[config.mk]
export PLATFORM = sky130hd
export DESIGN_NAME = hsv_to_rgb_converter_unit
export DESIGN_NICKNAME = d
export VERILOG_FILES = /design/src/rtl/core/hsvrgb_pkg.sv /design/src/rtl/core/hsvrgb_front.sv /design/src/rtl/core/hsvrgb_lane.sv /design/src/rtl/core/hsv_to_rgb_converter_unit.sv
export SDC_FILE = /design/constraint.sdc
export NUM_CORES = 2
export LEC_CHECK = 0
export BUFFER_PORTS_ARGS = -buffer_cell sky130_fd_sc_hd__buf_2
export CAP_MARGIN = 20
export CORE_AREA = 2 2 432 434
export CTS_BUF_LIST = sky130_fd_sc_hd__clkbuf_4 sky130_fd_sc_hd__clkbuf_8
export DETAILED_ROUTE_END_ITERATION = 12
export DIE_AREA = 0 0 434 436
export GPL_TIMING_DRIVEN = 0
export HOLD_SLACK_MARGIN = 0.15
export SETUP_SLACK_MARGIN = 0.02
export SLEW_MARGIN = 20
export SYNTH_ARGS = -nofsm -noshare
export SYNTH_HDL_FRONTEND = slang
export SYNTH_SLANG_ARGS = --single-unit
[constraint.sdc]
create_clock -name clk -period 8 [get_ports clk]
set_input_delay 0.8 -clock clk [delete_from_list [all_inputs] [get_ports clk]]
set_output_delay 0.8 -clock clk [all_outputs]
set_load 0.02 [all_outputs]
[src/rtl/core/hsvrgb_pkg.sv]
`timescale 1ns / 1ps
// Shared field widths, item types and pipeline layout of the HSV to ARGB converter.
package hsvrgb_pkg;

  localparam int HUE_W   = 24;
  localparam int LEVEL_W = 13;
  localparam int BYTE_W  = 8;

  localparam int FRONT_STAGES = 5;
  localparam int LANE_STAGES  = 4;
  localparam int PIPE_DEPTH   = FRONT_STAGES + LANE_STAGES;

  typedef struct packed {
    logic signed [HUE_W-1:0] hue_degrees;
    logic [LEVEL_W-1:0]      saturation_level;
    logic [LEVEL_W-1:0]      brightness_level;
    logic [BYTE_W-1:0]       alpha_in;
  } hsv_item_t;

  typedef struct packed {
    logic [BYTE_W-1:0] alpha_out;
    logic [BYTE_W-1:0] red_channel;
    logic [BYTE_W-1:0] green_channel;
    logic [BYTE_W-1:0] blue_channel;
  } argb_item_t;

endpackage

[src/rtl/core/hsvrgb_front.sv]
`timescale 1ns / 1ps
// Front stages: hue reduction, sector split, chroma and per-channel weights.
module hsvrgb_front
  import hsvrgb_pkg::*;
#(
  parameter int HUE_FRAC_BITS   = 6,
  parameter int LEVEL_FRAC_BITS = 12
) (
  input  logic                                    clk,
  input  logic [FRONT_STAGES-1:0]                 en,
  input  logic signed [HUE_W-1:0]                 hue_degrees,
  input  logic [LEVEL_W-1:0]                      saturation_level,
  input  logic [LEVEL_W-1:0]                      brightness_level,
  output logic [2*LEVEL_W-1:0]                    chroma,
  output logic [LEVEL_W+HUE_FRAC_BITS+6+LEVEL_FRAC_BITS-1:0] base,
  output logic [HUE_FRAC_BITS+6-1:0]              t_red,
  output logic [HUE_FRAC_BITS+6-1:0]              t_green,
  output logic [HUE_FRAC_BITS+6-1:0]              t_blue
);

  localparam int P_W       = HUE_FRAC_BITS + 6;
  localparam int PERIOD    = 60 << HUE_FRAC_BITS;
  localparam int FULL      = 360 << HUE_FRAC_BITS;
  localparam int HR_W      = $clog2(FULL);
  localparam int U_W       = HUE_W + 1;
  localparam int OFF_TURNS = (2 ** (HUE_W - 1) + FULL - 1) / FULL;
  localparam int OFFSET    = OFF_TURNS * FULL;
  localparam int RECIP     = (2 ** U_W) / FULL;
  localparam int Q_W       = $clog2(RECIP + 1);
  localparam int C_W       = 2 * LEVEL_W;
  localparam int VP_W      = LEVEL_W + P_W;
  localparam int B_W       = VP_W + LEVEL_FRAC_BITS;

  typedef enum logic [2:0] {
    SEC_RED_YEL,
    SEC_YEL_GRN,
    SEC_GRN_CYN,
    SEC_CYN_BLU,
    SEC_BLU_MAG,
    SEC_MAG_RED
  } sector_t;

  // stage 1
  logic [U_W-1:0]     u1;
  logic [C_W-1:0]     c1;
  logic [LEVEL_W-1:0] val1;
  // stage 2
  logic [U_W+Q_W-1:0] qprod;
  logic [Q_W-1:0]     q2;
  logic [U_W-1:0]     u2;
  logic [C_W-1:0]     c2;
  logic [VP_W-1:0]    vp2;
  // stage 3
  logic [Q_W+HR_W-1:0] qfull;
  logic [U_W-1:0]      diff;
  logic [HR_W:0]       rem3;
  logic [C_W-1:0]      c3;
  logic [B_W-1:0]      base3;
  // stage 4
  logic [HR_W-1:0]     hr4;
  logic [C_W-1:0]      c4;
  logic [B_W-1:0]      base4;
  // stage 5 inputs
  sector_t             sec;
  logic [HR_W-1:0]     sec_start;
  logic [P_W-1:0]      pos;
  logic [P_W-1:0]      tsec;
  logic [P_W-1:0]      t_red_next, t_green_next, t_blue_next;

  assign qprod = u1 * Q_W'(RECIP);
  assign qfull = q2 * HR_W'(FULL);
  assign diff  = u2 - U_W'(qfull);

  always_ff @(posedge clk) begin
    if (en[0]) begin
      // lift the hue onto the positive side by a whole number of turns
      u1   <= {hue_degrees[HUE_W-1], hue_degrees} + U_W'(OFFSET);
      c1   <= saturation_level * brightness_level;
      val1 <= brightness_level;
    end
    if (en[1]) begin
      q2  <= qprod[U_W+Q_W-1:U_W];
      u2  <= u1;
      c2  <= c1;
      vp2 <= val1 * P_W'(PERIOD);
    end
    if (en[2]) begin
      rem3  <= diff[HR_W:0];
      c3    <= c2;
      base3 <= B_W'(vp2) << LEVEL_FRAC_BITS;
    end
    if (en[3]) begin
      // quotient estimate may be one low: fold the remainder once
      hr4   <= (rem3 >= (HR_W+1)'(FULL)) ? HR_W'(rem3 - (HR_W+1)'(FULL)) : HR_W'(rem3);
      c4    <= c3;
      base4 <= base3;
    end
    if (en[4]) begin
      t_red   <= t_red_next;
      t_green <= t_green_next;
      t_blue  <= t_blue_next;
      chroma  <= c4;
      base    <= base4;
    end
  end

  always_comb begin
    sec       = SEC_RED_YEL;
    sec_start = '0;
    if (hr4 >= HR_W'(PERIOD)) begin
      sec       = SEC_YEL_GRN;
      sec_start = HR_W'(PERIOD);
    end
    if (hr4 >= HR_W'(2 * PERIOD)) begin
      sec       = SEC_GRN_CYN;
      sec_start = HR_W'(2 * PERIOD);
    end
    if (hr4 >= HR_W'(3 * PERIOD)) begin
      sec       = SEC_CYN_BLU;
      sec_start = HR_W'(3 * PERIOD);
    end
    if (hr4 >= HR_W'(4 * PERIOD)) begin
      sec       = SEC_BLU_MAG;
      sec_start = HR_W'(4 * PERIOD);
    end
    if (hr4 >= HR_W'(5 * PERIOD)) begin
      sec       = SEC_MAG_RED;
      sec_start = HR_W'(5 * PERIOD);
    end
    pos  = P_W'(hr4 - sec_start);
    // weight is the shortfall from full chroma: 0 full, PERIOD none
    tsec = sec[0] ? pos : P_W'(PERIOD) - pos;
    case (sec)
      SEC_RED_YEL: begin
        t_red_next = '0; t_green_next = tsec; t_blue_next = P_W'(PERIOD);
      end
      SEC_YEL_GRN: begin
        t_red_next = tsec; t_green_next = '0; t_blue_next = P_W'(PERIOD);
      end
      SEC_GRN_CYN: begin
        t_red_next = P_W'(PERIOD); t_green_next = '0; t_blue_next = tsec;
      end
      SEC_CYN_BLU: begin
        t_red_next = P_W'(PERIOD); t_green_next = tsec; t_blue_next = '0;
      end
      SEC_BLU_MAG: begin
        t_red_next = tsec; t_green_next = P_W'(PERIOD); t_blue_next = '0;
      end
      SEC_MAG_RED: begin
        t_red_next = '0; t_green_next = P_W'(PERIOD); t_blue_next = tsec;
      end
      default: begin
        t_red_next = '0; t_green_next = tsec; t_blue_next = P_W'(PERIOD);
      end
    endcase
  end

endmodule

[src/rtl/core/hsvrgb_lane.sv]
`timescale 1ns / 1ps
// One color channel: level numerator, clamp, scale to 255 and round.
module hsvrgb_lane
  import hsvrgb_pkg::*;
#(
  parameter int HUE_FRAC_BITS   = 6,
  parameter int LEVEL_FRAC_BITS = 12
) (
  input  logic                                    clk,
  input  logic [LANE_STAGES-1:0]                  en,
  input  logic [2*LEVEL_W-1:0]                    chroma,
  input  logic [LEVEL_W+HUE_FRAC_BITS+6+LEVEL_FRAC_BITS-1:0] base,
  input  logic [HUE_FRAC_BITS+6-1:0]              t,
  output logic [BYTE_W-1:0]                       chan
);

  localparam int P_W   = HUE_FRAC_BITS + 6;
  localparam int C_W   = 2 * LEVEL_W;
  localparam int B_W   = LEVEL_W + P_W + LEVEL_FRAC_BITS;
  localparam int PR_W  = C_W + P_W;
  localparam int SHIFT = HUE_FRAC_BITS + 2 * LEVEL_FRAC_BITS;
  localparam int D_W   = SHIFT + 6;
  localparam int M1_W  = (B_W > PR_W) ? B_W : PR_W;
  localparam int N_W   = ((M1_W > D_W) ? M1_W : D_W) + 1;
  localparam int SC_W  = D_W + 9;
  localparam int Y_W   = 15;
  localparam int Z_W   = Y_W - 3;
  localparam int QP_W  = Z_W + 9;
  localparam logic [D_W-1:0] DEN = D_W'(60) << SHIFT;
  localparam logic [Y_W-1:0] HALF_STEP = Y_W'(60);
  localparam logic [8:0]     RECIP15 = 9'd273;
  localparam logic [3:0]     DIV15   = 4'd15;

  logic [PR_W-1:0]       prod6;
  logic [B_W-1:0]        base6;
  logic signed [N_W-1:0] num;
  logic [D_W-1:0]        ncl7;
  logic [SC_W-1:0]       sc;
  logic [Y_W-1:0]        y;
  logic [Z_W-1:0]        z;
  logic [QP_W-1:0]       qp;
  logic [BYTE_W-1:0]     q8;
  logic [Z_W-1:0]        z8;
  logic [Z_W-1:0]        rem9;

  assign num  = $signed(N_W'(base6)) - $signed(N_W'(prod6));
  // scale by 510: 512 times minus twice
  assign sc   = {ncl7, 9'b0} - SC_W'({ncl7, 1'b0});
  assign y    = Y_W'(sc[SHIFT+Y_W-1:SHIFT]) + HALF_STEP;
  assign z    = y[Y_W-1:3];
  assign qp   = z * RECIP15;
  assign rem9 = z8 - Z_W'(q8 * DIV15);

  always_ff @(posedge clk) begin
    if (en[0]) begin
      prod6 <= chroma * t;
      base6 <= base;
    end
    if (en[1]) begin
      if (num < 0) begin
        ncl7 <= '0;
      end else if (num > $signed(N_W'(DEN))) begin
        ncl7 <= DEN;
      end else begin
        ncl7 <= D_W'(num);
      end
    end
    if (en[2]) begin
      q8 <= qp[QP_W-2:QP_W-9];
      z8 <= z;
    end
    if (en[3]) begin
      // reciprocal estimate is at most one low
      chan <= (rem9 >= Z_W'(DIV15)) ? q8 + BYTE_W'(1) : q8;
    end
  end

endmodule

[src/rtl/core/hsv_to_rgb_converter_unit.sv]
`timescale 1ns / 1ps
// Top level of the HSV to ARGB color converter.
//
// Takes one HSV item per cycle and returns one 8-bit ARGB color per item,
// in order. The hue is signed fixed point (HUE_FRAC_BITS fraction bits), any
// number of turns, negative hues wrapping forward; saturation and value are
// unsigned with 1.0 at 1 << LEVEL_FRAC_BITS and may exceed it, the channel
// then clamping to 0 or 255. Each channel is scaled by 255 and rounded half
// up; alpha is copied. The register pipeline holds five front stages (hue
// offset, reciprocal quotient, remainder, wrap fix, sector select) and four
// per-channel stages (chroma weight product, clamp, scale and divide by 120,
// correction). Throughput is one item per cycle while color_ready stays high.
// A stall holds each stage that cannot move; empty stages upstream still
// fill, so pixel_ready drops only once every stage holds an item.
module hsv_to_rgb_converter_unit
  import hsvrgb_pkg::*;
#(
  parameter int HUE_FRAC_BITS   = 6,
  parameter int LEVEL_FRAC_BITS = 12
) (
  input  logic       clk,
  input  logic       rst,
  input  logic       pixel_valid,
  output logic       pixel_ready,
  input  hsv_item_t  pixel,
  output logic       color_valid,
  input  logic       color_ready,
  output argb_item_t color
);

  localparam int P_W = HUE_FRAC_BITS + 6;
  localparam int C_W = 2 * LEVEL_W;
  localparam int B_W = LEVEL_W + P_W + LEVEL_FRAC_BITS;

  // stage occupancy and per-stage load enables
  logic [PIPE_DEPTH:1] valid;
  logic [PIPE_DEPTH:1] en;
  logic [BYTE_W-1:0]   alpha_pipe [1:PIPE_DEPTH];

  logic [C_W-1:0]    chroma;
  logic [B_W-1:0]    base;
  logic [P_W-1:0]    t_red, t_green, t_blue;
  logic [BYTE_W-1:0] red, green, blue;

  // a stage loads when it is empty or its content moves on
  always_comb begin
    en[PIPE_DEPTH] = !valid[PIPE_DEPTH] || color_ready;
    for (int k = PIPE_DEPTH - 1; k >= 1; k--) begin
      en[k] = !valid[k] || en[k+1];
    end
  end

  assign pixel_ready = en[1];

  always_ff @(posedge clk) begin
    if (rst) begin
      valid <= '0;
    end else begin
      if (en[1]) begin
        valid[1] <= pixel_valid;
      end
      for (int k = 2; k <= PIPE_DEPTH; k++) begin
        if (en[k]) begin
          valid[k] <= valid[k-1];
        end
      end
    end
  end

  // alpha rides alongside the arithmetic, one register per stage
  always_ff @(posedge clk) begin
    if (en[1]) begin
      alpha_pipe[1] <= pixel.alpha_in;
    end
    for (int k = 2; k <= PIPE_DEPTH; k++) begin
      if (en[k]) begin
        alpha_pipe[k] <= alpha_pipe[k-1];
      end
    end
  end

  hsvrgb_front #(
    .HUE_FRAC_BITS   (HUE_FRAC_BITS),
    .LEVEL_FRAC_BITS (LEVEL_FRAC_BITS)
  ) u_front (
    .clk              (clk),
    .en               (en[FRONT_STAGES:1]),
    .hue_degrees      (pixel.hue_degrees),
    .saturation_level (pixel.saturation_level),
    .brightness_level (pixel.brightness_level),
    .chroma           (chroma),
    .base             (base),
    .t_red            (t_red),
    .t_green          (t_green),
    .t_blue           (t_blue)
  );

  hsvrgb_lane #(
    .HUE_FRAC_BITS   (HUE_FRAC_BITS),
    .LEVEL_FRAC_BITS (LEVEL_FRAC_BITS)
  ) u_lane_red (
    .clk    (clk),
    .en     (en[PIPE_DEPTH:FRONT_STAGES+1]),
    .chroma (chroma),
    .base   (base),
    .t      (t_red),
    .chan   (red)
  );

  hsvrgb_lane #(
    .HUE_FRAC_BITS   (HUE_FRAC_BITS),
    .LEVEL_FRAC_BITS (LEVEL_FRAC_BITS)
  ) u_lane_green (
    .clk    (clk),
    .en     (en[PIPE_DEPTH:FRONT_STAGES+1]),
    .chroma (chroma),
    .base   (base),
    .t      (t_green),
    .chan   (green)
  );

  hsvrgb_lane #(
    .HUE_FRAC_BITS   (HUE_FRAC_BITS),
    .LEVEL_FRAC_BITS (LEVEL_FRAC_BITS)
  ) u_lane_blue (
    .clk    (clk),
    .en     (en[PIPE_DEPTH:FRONT_STAGES+1]),
    .chroma (chroma),
    .base   (base),
    .t      (t_blue),
    .chan   (blue)
  );

  assign color_valid         = valid[PIPE_DEPTH];
  assign color.alpha_out     = alpha_pipe[PIPE_DEPTH];
  assign color.red_channel   = red;
  assign color.green_channel = green;
  assign color.blue_channel  = blue;

  // input stalls only when every stage is occupied
  a_full_when_stalled: assert property (@(posedge clk) disable iff (rst)
    !pixel_ready |-> &valid)
    else $error("input stalled with an empty stage");

  // an item taken with none leaving adds exactly one occupied stage
  a_count_up: assert property (@(posedge clk) disable iff (rst)
    (pixel_valid && pixel_ready && !(color_valid && color_ready))
      |=> $countones(valid) == $past($countones(valid)) + 1)
    else $error("accepted item lost or duplicated in pipeline");

  // an item leaving with none taken frees exactly one stage
  a_count_down: assert property (@(posedge clk) disable iff (rst)
    (!(pixel_valid && pixel_ready) && color_valid && color_ready)
      |=> $countones(valid) + 1 == $past($countones(valid)))
    else $error("delivered item not retired from pipeline");

endmodule
# After elaboration in Yosys (flattened, before gate mapping)
# Memory sizes are Yosys's and may differ from the RTL's.
# Cells that the tools add are included.
# Widths: inputs -> output; s select.
[word_totals]
reg_bits = 662
ram_bits = 72
output_inout_bits = 34
word_cells = 166
memories = 1
[op_classes]
addsub = 20
n_mul = 13
magnitude_cmp = 15
n_eq_ne = 5
muxes = 39
reduce_logical = 27
[memory_table]
columns = ["name", "depth", "width", "read_ports", "rd_clocked_by_memory_dff", "wr", "line", "text"]
rows = [
  ["alpha_pipe", 9, 8, 9, 0, 9, "hsv_to_rgb_converter_unit.sv:38", "logic [BYTE_W-1:0] alpha_pipe [1:PIPE_DEPTH];"],
]
[ops]
columns = ["cell", "count"]
rows = [
  ["$sub 45x37->45", 3],
  ["$gt 39x37->1 const B", 3],
  ["$lt 39x1->1 const B", 3],
  ["$sub 37x38->39", 3],
  ["$mul 26x12->38", 3],
  ["$mux 36", 3],
  ["$mux 12", 6],
  ["$pmux 12 s2", 3],
  ["$mul 12x9->20 const B", 3],
  ["$sub 12x12->12", 4],
  ["$add 15x6->15 const B", 3],
  ["$ge 12x4->1 const B", 3],
  ["$mul 8x4->12 const B", 3],
  ["$mul 25x7->32 const B", 1],
  ["$ge 15x14->1 const B", 2],
  ["$mul 13x13->26", 1],
  ["$add 25x24->25 const B", 1],
  ["$add 8x1->8 const B", 3],
  ["$mux 8", 3],
  ["$mux 1", 19],
  ["$reduce_or 2->1", 9],
  ["$mul 13x4->17 const B", 1],
  ["$ge 16x15->1 const B", 1],
  ["$sub 16x16->16", 1],
  ["14 further kinds", 34],
]

# Logic depth before layout (Yosys ltp)
[logic_depth]
ltp_word = 12
depth_mapped = 33
ltp_nobuf = 32

# Hierarchy
# Synthesis repeated with hierarchy kept, for this count alone.
[hier_totals]
hier_cells = 8086
area_unflattened_um2 = 83432.5
[by_module_without_submodules]
columns = ["mod", "n_inst", "cells_per_inst", "area_per_inst_um2"]
rows = [
  ["hsvrgb_front", 1, 1659, 21115.3],
  ["hsvrgb_lane at u_lane_blue", 1, 2152, 20195.6],
  ["hsvrgb_lane at u_lane_red", 1, 2101, 19902.8],
  ["hsvrgb_lane at u_lane_green", 1, 2051, 19610.1],
  ["hsv_to_rgb_converter_unit", 1, 123, 2608.8],
]

# Least setup slack after synthesis
# OpenSTA, ideal clock, no wires.
[synth_path]
path_type = "reg2reg"
startpoint = "reg u_lane_green.ncl7[1]"
endpoint = "reg u_lane_green.q8[7] (data pin)"
arrival_ps = 6372
t_required_ps = 7734
setup_slack_ps = 1362
stages_incl_launch_ff = 31
path_buffers = 0
period_less_slack_ps = 6638
path_cell_list = "edfxtp_1 ha_1 or4b_2 o31ai_1 nand3_1 nand4bb_1 nand2_1 xnor2_1 inv_1 ha_1 nand2_1 or4b_2 a32o_1 o221ai_1 a2111oi_4 nor3_1 a21oi_1 xnor2_1 ha_1 fa_1 ha_1 ha_1 a21o_1 a21oi_1 nor2b_1 nor4_1 nor4_1 o31a_1 o21a_1 nor2_1 xnor2_1"
[synth_between]
elab_chain_cells = 3
[synth_lines]
columns = ["item", "line", "text"]
rows = [
  ["start, declared", "hsvrgb_lane.sv:37", "logic [D_W-1:0] ncl7;"],
  ["start signal, assigned", "hsvrgb_lane.sv:65", "ncl7 <= D_W'(num);"],
  ["$sub 45x37->45", "hsvrgb_lane.sv:48", "assign sc = {ncl7, 9'b0} - SC_W'({ncl7, 1'b0});"],
  ["$add 15x6->15", "hsvrgb_lane.sv:49", "assign y = Y_W'(sc[SHIFT+Y_W-1:SHIFT]) + HALF_STEP;"],
  ["via u_lane_green.y[8]", "hsvrgb_lane.sv:39", "logic [Y_W-1:0] y;"],
  ["$mul 12x9->20", "hsvrgb_lane.sv:51", "assign qp = z * RECIP15;"],
  ["via u_lane_green.qp[19]", "hsvrgb_lane.sv:41", "logic [QP_W-1:0] qp;"],
  ["end signal, assigned", "hsvrgb_lane.sv:69", "q8 <= qp[QP_W-2:QP_W-9];"],
  ["end, declared", "hsvrgb_lane.sv:42", "logic [BYTE_W-1:0] q8;"],
]
# The timed path passes the listed nets, and every way through them passes these cells.
# A chain may end at the register's enable or synchronous reset.

# Final worst setup path
[layout_path]
startpoint = "reg u_front.t_red[9]"
endpoint = "reg u_lane_red.prod6[37] (data pin)"
[layout_between]
elab_chain_cells = 1
[layout_lines]
columns = ["item", "line", "text"]
rows = [
  ["start, declared", "hsvrgb_front.sv:16", "output logic [HUE_FRAC_BITS+6-1:0] t_red,"],
  ["start signal, assigned", "hsvrgb_front.sv:99", "t_red <= t_red_next;"],
  ["$mul 26x12->38", "hsvrgb_lane.sv:56", "prod6 <= chroma * t;"],
  ["end signal, assigned", "hsvrgb_lane.sv:56", ""],
  ["end, declared", "hsvrgb_lane.sv:34", "logic [PR_W-1:0] prod6;"],
]
# No other way between the ends.

==> results.cfg <==
[run_status]
outcome = finished, final reports clean

[grt]
overflow = 0
grt_max_degree = 77
track_usage = 0.204
grt_first_pass_wirelength_um = 302000
antenna_found_initial = 4
grt_pass1_vias = 55400

[clock_network]
cts_root_buf = clkbuf_8
htreeDepth = 4
insertion_delay_ps = 930
path_clk_slew_ps = 60
numCtsBuffers = 133
max-clock-path-buffers = 3
clock_sink_count = 730
cts_tree = built

[logic_synthesis]
synth_cell_type_count = 99
synth-seq-area-share = 0.283
synthFlopType = edfxtp_1
ys_async_sr_fraction = 0
synth_edf_count = 721
yosys_warnings = 0
synth_common_cells = 1212 x inv_1, 1003 x fa_1, 910 x nand2_1, 735 x ha_1, 721 x edfxtp_1
syn-num-nets = 9294
synth_cells = 7494
yosysTopAreaCellShare = 0.281
syn_area_um2 = 77200
synth_most_common_cell = inv_1
syn-mean-instance-area_um2 = 10.3
synth_area_leaders = edfxtp_1 28%, fa_1 26%, ha_1 12%
synth.ff_latch_count = 730
synth_top_area_cell = edfxtp_1

[min_path]
hold_class = in2reg
holdPathStages = 1

[detailed_routing]
ant_nets = 0
drc = 0
drt_iter0_drc = 3948
via_count = 53700
finalWirelength_um = 189000
wire_per_inst_um = 18.2
wl_met3_um = 12900
wl_met2_um = 86300
maxUsedRoutingLayer = met5
wl_met1_um = 80300
dr.pass1.iters = 9
vias_per_cell = 5.19

[place]
gp_congestion = 0.928
dp_hpwl_um = 154000
pre_cts_slack_ps = -338
portBuffers = 94

[timing]
fmax_mhz = 129
fin_worst_skew_ps = 79.6
tightestPinTransition_ps = 1060
slew_headroom = 0.296
worst_slack_ps = 249
final-hold-violation-count = 0
post-route-period-util = 0.969
slew_viol_final = 0
fin_crit_ps = 7750
rsz0062_at_grt = yes
setup_viol = 0

[critical_path]
rr_worst_depth = 22
crit_required_ps = 8670
timing_worst_setup_path_type = reg2reg
arrival_ps = 8420
cp-start-kind = register
cp-end-kind = register
cp_max_fo = 10

[die]
die_h_um = 436
start_util = 0.418
core_um2 = 185000
die_area_um2 = 189000
io-pin-count = 96
die_w_um = 434
placementRows = 158

[finish]
nFillCells = 17500
nNetsFinal = 9574
area_delta_synth_final_pct = 9.22
drive_gt1_frac = 0.0576

[run]
drv_cap = 0
==> path summary, 6_finish.rpt <==
path / from / endpoint / slack (ps)
worst min register to register: u_front.base[21]$_DFFE_PP_ / u_lane_red.base6[21]$_DFFE_PP_ / 370
worst max register to register: u_front.t_red[9]$_DFFE_PP_ / u_lane_red.prod6[37]$_DFFE_PP_ / 250
worst max-delay path: u_front.t_red[9]$_DFFE_PP_ / u_lane_red.prod6[37]$_DFFE_PP_ / 250
worst min-delay path: pixel[18] / u_front.val1[10]$_DFFE_PP_ / 290
==> registers in the layout, summed over array words and instances (netlist names), 13 cells and up <==
register	count
u_front.c3	26
u_lane_red.base6	17
u_front.chroma	26
u_front.c4	26
u_front.rem3	16
u_front.val1	13
u_front.u1	25
u_front.c1	26
u_lane_green.ncl7	36
alpha_pipe	72
u_lane_red.ncl7	36
u_front.base4	17
u_lane_blue.prod6	38
u_front.hr4	15
u_front.base	17
u_lane_red.prod6	38
u_front.u2	16
u_front.base3	17
u_lane_green.prod6	38
u_front.vp2	17
u_front.c2	26
u_lane_blue.ncl7	36
==> worst max-delay path, stage by stage, from the launching register on <==
cell	delay [ps]
edfxtp_1	320
clkbuf_1	520
clkbuf_1	610
nand2_1	150
fa_1	500
fa_1	550
inv_1	50
fa_1	550
inv_1	60
fa_1	530
inv_1	50
fa_1	470
ha_1	320
a21boi_0	360
nand2_1	140
o31ai_2	390
o2bb2ai_1	280
o311a_1	410
nor3_2	420
a211oi_1	200
o31ai_1	260
a21oi_1	110
xnor2_1	280
==> cells in the final DEF (no fill, tap or decap), types with 25 or more instances in the layout <==
cell type / n
clkbuf_8: 134
clkbuf_4: 27
nand4_1: 45
a211oi_1: 31
nand2_1: 907
o21a_1: 65
nor4_1: 32
nor2b_1: 45
clkbuf_2: 26
buf_2: 102
edfxtp_1: 721
ha_1: 735
nand2b_1: 39
xnor2_1: 265
nor3_1: 104
and2_1: 402
and3_1: 45
inv_1: 1208
nor2_1: 350
dlygate4sd3_1: 42
or3_1: 32
o31ai_1: 25
o21ai_0: 163
o21bai_1: 44
a21o_1: 108
nand3_1: 89
a21oi_1: 254
o211ai_1: 25
clkbuf_1: 221
fa_1: 1003
xor2_1: 111
==> cell families after synthesis <==
| kind of cell | after synthesis | share of synthesized area |
|---|---|---|
| AO/OA/AOI/OAI | 919 | 0.0793 |
| XOR/XNOR | 376 | 0.0427 |
| adder cells (fa/ha/maj) | 1738 | 0.379 |
| buffers and inverters | 1484 | 0.0731 |
| flip-flops | 730 | 0.283 |
| multiplexers | 26 | 0.00345 |
| AND/OR/NAND/NOR | 2221 | 0.139 |
==> routing by layer <==
metal	GRT usage	vias up
met4	0.0904	2
met2	0.326	1512
met5	0	-
li1	-	25200
met1	0.273	26700
met3	0.0356	368
==> area by class of cell <==
class,instances,area (µm²),share of cell area
multi-input combinational,5280,49800,0.590
tap,2480,3100,0.0368
clock inverter,70,699,0.00830
timing repair buffer,146,1160,0.0137
antenna,2,5.00,0.0000594
clock buffer,161,2050,0.0243
buffer,271,1120,0.0133
sequential,730,21800,0.259
inverter,1212,4560,0.0541
==> stage by stage <==
step / utilization / instances / cell area (µm²) / hold slack (ps) / setup TNS (ps)
2_1_floorplan: - / 7494 / 77200 / 400 / 0
3_3_place_gp: 0.437 / 10100 / 80700 / 401 / -100790
4_1_cts: 0.456 / 10400 / 84200 / 172 / 0
5_1_grt: 0.456 / 10400 / 84300 / 216 / -29.4
3_5_place_dp: 0.439 / 10100 / 81100 / 405 / -338
6_report: 0.456 / 10400 / 84300 / 290 / 0
==> timing repair <==
action,4_1_cts,5_1_grt
gates resized for setup,12,37
hold buffers,42,0
gates cloned,0,0
pin swaps,0,0
hold endpoints to repair,43,0
buffers inserted,0,0
endpoints found under the setup margin,3,8
Power is left out: the tool's default activity adds up to more than one toggle a clock period on the data nets, which glitch-free logic cannot reach.
